`src/rtl/core/zyz_pkg.sv`:
```
// Shared types and constants for the ZYZ Euler point transform.
// Holds word layouts, register codes and the quarter-sine coefficients.
// No dependencies.
package zyz_pkg;

  // Coordinate word, signed Q16.16 by default
  typedef logic signed [31:0] coord_t;

  // One rotation matrix entry, Q30 with headroom for the combine sums
  typedef logic signed [32:0] rot_coef_t;
  typedef rot_coef_t [2:0][2:0] rot_mat_t;

  // Input point word
  typedef struct packed {
    coord_t point_x;
    coord_t point_y;
    coord_t point_z;
  } point_t;

  // Result word
  typedef struct packed {
    coord_t moved_x;
    coord_t moved_y;
    coord_t moved_z;
    logic   saturated;
  } moved_t;

  // Configuration write word
  typedef struct packed {
    logic [2:0]  reg_idx;
    logic [31:0] wdata;
  } cfg_t;

  // Register indexes
  typedef enum logic [2:0] {
    REG_ANGLE_PHI   = 3'd0,
    REG_ANGLE_THETA = 3'd1,
    REG_ANGLE_PSI   = 3'd2,
    REG_SHIFT_X     = 3'd3,
    REG_SHIFT_Y     = 3'd4,
    REG_SHIFT_Z     = 3'd5
  } reg_idx_e;

  // Status from the matrix generator
  typedef struct packed {
    logic     busy;
    rot_mat_t rot;
  } rot_stat_t;

  localparam int unsigned TRIG_FRAC = 30;

  // Odd polynomial for sin(pi/2*u), Q30, index = power / 2
  function automatic logic signed [31:0] sin_coef(logic [2:0] k);
    logic signed [31:0] c;
    case (k)
      3'd0:    c = 32'sd1686629713;
      3'd1:    c = -32'sd693598668;
      3'd2:    c = 32'sd85569306;
      3'd3:    c = -32'sd5026995;
      3'd4:    c = 32'sd172272;
      3'd5:    c = -32'sd3864;
      3'd6:    c = 32'sd61;
      default: c = '0;
    endcase
    return c;
  endfunction

endpackage

```
`src/rtl/core/zyz_rot_gen.sv`:
```
// Rotation matrix generator: six sines/cosines by Horner steps, then the
// ZYZ matrix, all on one shared 32x32 multiplier. Depends on zyz_pkg.
module zyz_rot_gen #(
  parameter int unsigned ANGLE_BITS = 16
) (
  input  logic                clk_i,
  input  logic                rst_ni,
  input  logic [2:0][15:0]    angle_i,
  input  logic                angle_wr_i,
  output zyz_pkg::rot_stat_t  stat_o
);

  typedef enum logic [5:0] {
    ST_IDLE    = 6'b000001,
    ST_SQUARE  = 6'b000010,
    ST_HORNER  = 6'b000100,
    ST_FINAL   = 6'b001000,
    ST_PROD    = 6'b010000,
    ST_COMBINE = 6'b100000
  } rg_state_e;

  localparam logic [ANGLE_BITS-1:0] QUARTER = ANGLE_BITS'(1) << (ANGLE_BITS - 2);
  localparam logic [ANGLE_BITS-2:0] QTR_R   = (ANGLE_BITS - 1)'(1) << (ANGLE_BITS - 2);
  localparam logic signed [63:0] TRIG_ONE   = 64'sd1 <<< zyz_pkg::TRIG_FRAC;
  localparam logic signed [63:0] HALF_LSB   = 64'sd1 <<< (zyz_pkg::TRIG_FRAC - 1);
  localparam int unsigned LAST_TRIG = 5;
  localparam int unsigned LAST_PROD = 13;
  localparam int unsigned TOP_COEF  = 5;

  rg_state_e          state_q, state_d;
  logic [2:0]         idx_q, idx_d;
  logic [3:0]         step_q, step_d;
  logic               dirty_q, dirty_d;
  logic signed [31:0] u2_q, u2_d;
  logic signed [31:0] poly_q, poly_d;
  logic signed [31:0] trig_q [6];
  logic signed [31:0] prod_q [14];
  zyz_pkg::rot_mat_t  rot_q;

  logic [15:0]           angle_sel;
  logic [ANGLE_BITS-1:0] a_eff;
  logic [1:0]            quad;
  logic [ANGLE_BITS-2:0] r_fold;
  logic signed [31:0]    u;
  logic signed [31:0]    mul_a, mul_b;
  logic signed [63:0]    mul_p, mul_sh, mul_rnd;
  logic signed [31:0]    sine;

  // Fold the selected angle into one quadrant, scale to Q30
  always_comb begin
    case (idx_q[2:1])
      2'd0:    angle_sel = angle_i[0];
      2'd1:    angle_sel = angle_i[1];
      default: angle_sel = angle_i[2];
    endcase
    a_eff  = ANGLE_BITS'(angle_sel) + (idx_q[0] ? QUARTER : '0);
    quad   = a_eff[ANGLE_BITS-1 -: 2];
    r_fold = {1'b0, a_eff[ANGLE_BITS-3:0]};
    if (quad[0]) begin
      r_fold = QTR_R - r_fold;
    end
    u = $signed(32'(r_fold) << (32 - ANGLE_BITS));
  end

  // Select multiplier operands per step
  always_comb begin
    mul_a = u;
    mul_b = u;
    case (state_q)
      ST_HORNER: begin
        mul_a = poly_q;
        mul_b = u2_q;
      end
      ST_FINAL: begin
        mul_a = poly_q;
        mul_b = u;
      end
      ST_PROD: begin
        case (step_q)
          4'd0:    begin mul_a = trig_q[1]; mul_b = trig_q[3]; end
          4'd1:    begin mul_a = trig_q[0]; mul_b = trig_q[3]; end
          4'd2:    begin mul_a = prod_q[0]; mul_b = trig_q[5]; end
          4'd3:    begin mul_a = trig_q[0]; mul_b = trig_q[4]; end
          4'd4:    begin mul_a = prod_q[0]; mul_b = trig_q[4]; end
          4'd5:    begin mul_a = trig_q[0]; mul_b = trig_q[5]; end
          4'd6:    begin mul_a = trig_q[1]; mul_b = trig_q[2]; end
          4'd7:    begin mul_a = prod_q[1]; mul_b = trig_q[5]; end
          4'd8:    begin mul_a = trig_q[1]; mul_b = trig_q[4]; end
          4'd9:    begin mul_a = prod_q[1]; mul_b = trig_q[4]; end
          4'd10:   begin mul_a = trig_q[1]; mul_b = trig_q[5]; end
          4'd11:   begin mul_a = trig_q[0]; mul_b = trig_q[2]; end
          4'd12:   begin mul_a = trig_q[2]; mul_b = trig_q[5]; end
          default: begin mul_a = trig_q[2]; mul_b = trig_q[4]; end
        endcase
      end
      default: begin
        mul_a = u;
        mul_b = u;
      end
    endcase
  end

  assign mul_p   = mul_a * mul_b;
  assign mul_sh  = mul_p >>> zyz_pkg::TRIG_FRAC;
  assign mul_rnd = (mul_p + HALF_LSB) >>> zyz_pkg::TRIG_FRAC;

  // Clamp the quarter sine and apply the quadrant sign
  always_comb begin
    if (mul_sh < 64'sd0) begin
      sine = '0;
    end else if (mul_sh > TRIG_ONE) begin
      sine = 32'(TRIG_ONE);
    end else begin
      sine = 32'(mul_sh);
    end
    if (quad[1]) begin
      sine = -sine;
    end
  end

  // Sequencer
  always_comb begin
    state_d = state_q;
    idx_d   = idx_q;
    step_d  = step_q;
    u2_d    = u2_q;
    poly_d  = poly_q;
    dirty_d = dirty_q | angle_wr_i;
    case (state_q)
      ST_IDLE: begin
        if (dirty_q) begin
          dirty_d = angle_wr_i;
          idx_d   = '0;
          state_d = ST_SQUARE;
        end
      end
      ST_SQUARE: begin
        u2_d    = 32'(mul_sh);
        poly_d  = zyz_pkg::sin_coef(3'd6);
        step_d  = 4'(TOP_COEF);
        state_d = ST_HORNER;
      end
      ST_HORNER: begin
        poly_d = 32'(mul_sh) + zyz_pkg::sin_coef(step_q[2:0]);
        step_d = step_q - 4'd1;
        if (step_q == '0) begin
          state_d = ST_FINAL;
        end
      end
      ST_FINAL: begin
        if (idx_q == 3'(LAST_TRIG)) begin
          step_d  = '0;
          state_d = ST_PROD;
        end else begin
          idx_d   = idx_q + 3'd1;
          state_d = ST_SQUARE;
        end
      end
      ST_PROD: begin
        step_d = step_q + 4'd1;
        if (step_q == 4'(LAST_PROD)) begin
          state_d = ST_COMBINE;
        end
      end
      ST_COMBINE: begin
        state_d = ST_IDLE;
      end
      default: begin
        state_d = ST_IDLE;
      end
    endcase
  end

  always_ff @(posedge clk_i or negedge rst_ni) begin
    if (!rst_ni) begin
      state_q <= ST_IDLE;
      idx_q   <= '0;
      step_q  <= '0;
      dirty_q <= 1'b1;
    end else begin
      state_q <= state_d;
      idx_q   <= idx_d;
      step_q  <= step_d;
      dirty_q <= dirty_d;
    end
  end

  // Working values and results
  always_ff @(posedge clk_i) begin
    u2_q   <= u2_d;
    poly_q <= poly_d;
    if (state_q == ST_FINAL) begin
      trig_q[idx_q] <= sine;
    end
    if (state_q == ST_PROD) begin
      prod_q[step_q] <= 32'(mul_rnd);
    end
    if (state_q == ST_COMBINE) begin
      rot_q[0][0] <= 33'(prod_q[2]) - 33'(prod_q[3]);
      rot_q[0][1] <= -33'(prod_q[4]) - 33'(prod_q[5]);
      rot_q[0][2] <= 33'(prod_q[6]);
      rot_q[1][0] <= 33'(prod_q[7]) + 33'(prod_q[8]);
      rot_q[1][1] <= 33'(prod_q[10]) - 33'(prod_q[9]);
      rot_q[1][2] <= 33'(prod_q[11]);
      rot_q[2][0] <= -33'(prod_q[12]);
      rot_q[2][1] <= 33'(prod_q[13]);
      rot_q[2][2] <= 33'(trig_q[3]);
    end
  end

  assign stat_o.busy = dirty_q | (state_q != ST_IDLE);
  assign stat_o.rot  = rot_q;

endmodule

```
`config.mk`:
```
export PLATFORM = sky130hd
export DESIGN_NAME = zyz_rot_gen
export DESIGN_NICKNAME = d
export VERILOG_FILES = /design/src/rtl/core/zyz_pkg.sv /design/src/rtl/core/zyz_rot_gen.sv
export SDC_FILE = /design/constraint.sdc
export NUM_CORES = 2
export LEC_CHECK = 0
export ABC_AREA = 1
export BUFFER_PORTS_ARGS = -buffer_cell sky130_fd_sc_hd__buf_2
export CORE_MARGIN = 4
export CORE_UTILIZATION = 40
export CTS_BUF_LIST = sky130_fd_sc_hd__clkbuf_16
export DETAILED_ROUTE_END_ITERATION = 12
export GPL_ROUTABILITY_DRIVEN = 1
export MAX_ROUTING_LAYER = met4
export PLACE_DENSITY_LB_ADDON = 0.12
export SLEW_MARGIN = 5
export SYNTH_ARGS = -nofsm -noshare
export SYNTH_HDL_FRONTEND = slang
export SYNTH_SLANG_ARGS = --single-unit
export TNS_END_PERCENT = 5
```
`constraint.sdc`:
```
create_clock -name clk_i -period 21.5 [get_ports clk_i]
set_input_delay 1.075 -clock clk_i [delete_from_list [all_inputs] [get_ports clk_i]]
set_output_delay 1.075 -clock clk_i [all_outputs]
set_load 0.01 [all_outputs]
```
==> summary.md <==
| Metric | Value |
|---|---|
| Die X-Extent | 459 um |
| Number of port buffers | 348 |
| Clk sinks | 1,011 |
| Leading register cell type out of synthesis | edfxtp_1 |
| Sequential element share of the synthesized area | 37.3% |
| Max-cap violations | 0 |
| DRC violations left | 0 |
| Clock skew | 0.0837 ns |
| Setup TNS | 0 ns |
| WP data arrival | 17.34 ns |
| Core ar. | just over 200,000 um2 |
| Distinct cells, synth | 74 |
| Antenna-violating nets left | 0 |
| Final Max Slew Viols | 0 |
| Post-synth EDFFs | 997 |
| FF+latch count, synth | slightly above 1,000 |
| TritonCTS buffer count | ~110 |
| # H-tree levels | 3 |
| Post-cts resize count | 0 |
| Async SR Flop Fraction | 1.38% |
| Initial core utilization | 40.2% |
| Hpwl dp | around 230,000 um |
| Nets@finish | 9,891 |
| Cell area after synthesis | 81,300 um2 |
| Setup Crit Path Kind | flip-flop to flip-flop |
| Minimum clock period | 16.84 ns |
| Fin crit share | 78.3% |
| Fmax achieved | approximately 0.059 GHz |
| CP Buf/Inv Count | 12 |
| Area contributors post-synth | edfxtp_1 (37%), fa_1 (27%), inv_1 (8.2%) |
| Clock Tree Buf Depth | 3 |
| Worst-margin pin slew | ~1.3 ns |
| Die Span Y | roughly 460 um |
| Area Overhead vs Synth | 11.4% |
| Critical Path End Type | flip-flop |
| Setup bufs post-CTS | 0 |
| CTS root buf | clkbuf_16 |
| Final setup vio count | 0 |
| # hold bufs at CTS | 0 |
| Die area | 211,000 um2 |
| Status | finished clean |
| Worst-path clk slew | 0.07 ns |
| Area leader, netlist | edfxtp_1 |
| Average routed wire per standard cell | 25.9 um |
| Final estimated routing congestion in global placement | 1.01 |
| Worst path slowest cell | inv_1 |
| Most frequent CP cell | inv_1 |
| Top-count cell post-synth | inv_1 |
| Via density | 5.24 |
| Layout cells sized above 1 | 9.66% |
| GRT Total Usage | 28.3% |
| Detailed-router iteration count before antenna repair | 9 |
| Avg Cell Area, Syn | 10.2 um2 |
| Crit path launch type | flip-flop |
| CTS tree | yes |
| Post-Synthesis Cells | 7,982 |
| Crit Path Max Fanout | 21 |
| Syn_nets | 9,502 |
| CP max stage delay | 1.03 ns |
| RSZ-0062 raised after global routing | no |
| Initial antenna violation count | 10 |
| Hold Violations, Final | 0 |
| Routed wire length | 289,000 um |
| Hold crit path type | input port to async pin |
| Rel. slew slack | 13.4% |
| I/O Pins | 349 |
| Commonest cells post-synth | inv_1 (1,783), nand2_1 (1,532), fa_1 (1,086) |
| Synth Warn # | 0 |
| FP Rows | roughly 170 |
| Routed via count | 58,400 |
| Post-synth top area share | 36.8% |
| Remaining global-route overflow | 0 |
| CP required | 22.00 ns |
| First-pass GRT wire length | around 420,000 um |
| Largest net degree at the start of global routing | 76 |
| Largest delay share family, worst path | adder cells |
| Vias in the first global route | 60,400 |
| Clk Latency, worst-skew pair | 0.76 ns |
| Initial detailed-routing violation count | 5,501 |
-- per-layer routing --
| layer | vias up | wire [um] | GRT usage [%] | share of wire, % |
|---|---|---|---|---|
| met5 | - | 0 | - | 0 |
| met3 | 411 | 18700 | 3.27 | 6.5 |
| li1 | 25700 | - | - | - |
| met4 | 0 | 10100 | 8.22 | 3.5 |
| met1 | 30000 | 127000 | 39.1 | 44 |
| met2 | 2296 | 133000 | 44.4 | 46 |
-- flip-flops by register name (all words and copies together), names as in the netlist --
| signal | count |
|---|---|
| state_q | 6 |
| stat_o | 293 |
| dirty_q | 1 |
| step_q | 4 |
| prod_q | 448 |
| idx_q | 3 |
| poly_q | 32 |
| trig_q | 192 |
| u2_q | 32 |
-- stage by stage --
step / setup WS, ns / area, um2 / util [%] / hold WS, ns / cells
floorplan: 8.88 / 81300 / - / 0.400 / 7982
global placement: 4.80 / 86900 / 43.0 / 0.401 / 10900
detailed placement: 4.85 / 86900 / 43.0 / 0.405 / 10900
global route: 3.62 / 90500 / 44.8 / 0.278 / 11100
CTS: 4.82 / 90500 / 44.8 / 0.244 / 11100
finish: 4.66 / 90600 / 44.8 / 0.307 / 11100
-- path summary, 6_finish.rpt --
path,startpoint,endpoint,slack [ns],cells after the start
max in group asynchronous,rst_ni,step_q[0]$_DFFE_PN0P_,20.81,1
max reg2reg,idx_q[2]$_DFFE_PN0P_,poly_q[30]$_SDFFCE_PP0P_,4.66,57
min,rst_ni,state_q[3]$_DFFE_PN0P_,0.31,1
max,idx_q[2]$_DFFE_PN0P_,poly_q[30]$_SDFFCE_PP0P_,4.66,57
min in group clk_i,prod_q[6][10]$_DFFE_PP_,stat_o[76]$_DFFE_PN_,0.40,0
min reg2reg,prod_q[6][10]$_DFFE_PP_,stat_o[76]$_DFFE_PN_,0.40,0
-- placed cells by master, fill, tap and decap left out, types with 12 or more instances in the layout --
master      count
clkinv_2       17
nor3_1         33
inv_2          15
nor2_4         19
buf_2         349
a221oi_1       13
dfrtp_1        12
nand4_1        39
a31oi_1        38
xor2_1        161
nand3_1       140
nand2_2        36
clkinv_1       40
edfxtp_1      997
xnor2_1        74
a22oi_1        52
o21ai_1        14
fa_1         1086
nor2_1        579
o211ai_1       15
ha_1          383
o2111ai_1      33
nand3b_1       12
nor2_2         12
a21oi_1       332
buf_4         147
o21ai_0       142
nand2_1      1530
clkbuf_16     105
o21a_1         31
bufinv_16      15
inv_1        1794
clkinvlp_4     12
-- logic make-up after synthesis --
logic type / Yosys count / share of synthesized area (%)
AO/OA/AOI/OAI: 761 / 5.62
XOR/XNOR: 242 / 2.66
adder cells (fa/ha/maj): 1469 / 32.6
buffers and inverters: 2034 / 9.49
flip-flops: 1011 / 37.3
AND/OR/NAND/NOR: 2465 / 12.4
-- cell type report --
type | instances | area (um2)
Inverter | 1820 | 6840
Antenna cell | 9 | 22.5
Fill cell | 19300 | 112000
Sequential cell | 1011 | 30300
Multi-Input combinational cell | 4937 | 43600
Clock buffer | 105 | 2630
Timing Repair Buffer | 496 | 2850
Tap cell | 2672 | 3340
Clock inverter | 92 | 1030
-- worst register-to-register path: cells and delay by family (launching register included) --
| kind | cells | cell delay, ns |
|---|---|---|
| AOI/OAI and AO/OA | 13 | 2.75 |
| buffers and inverters | 12 | 2.44 |
| adders and majority gates | 11 | 5.51 |
| xor gates and xnor gates | 2 | 0.77 |
| DFF | 1 | 0.63 |
| and+or+nand+nor | 19 | 4.50 |
Power is not shown: default switching activity piles up to over one toggle a cycle in this logic, so the estimate is an artifact.
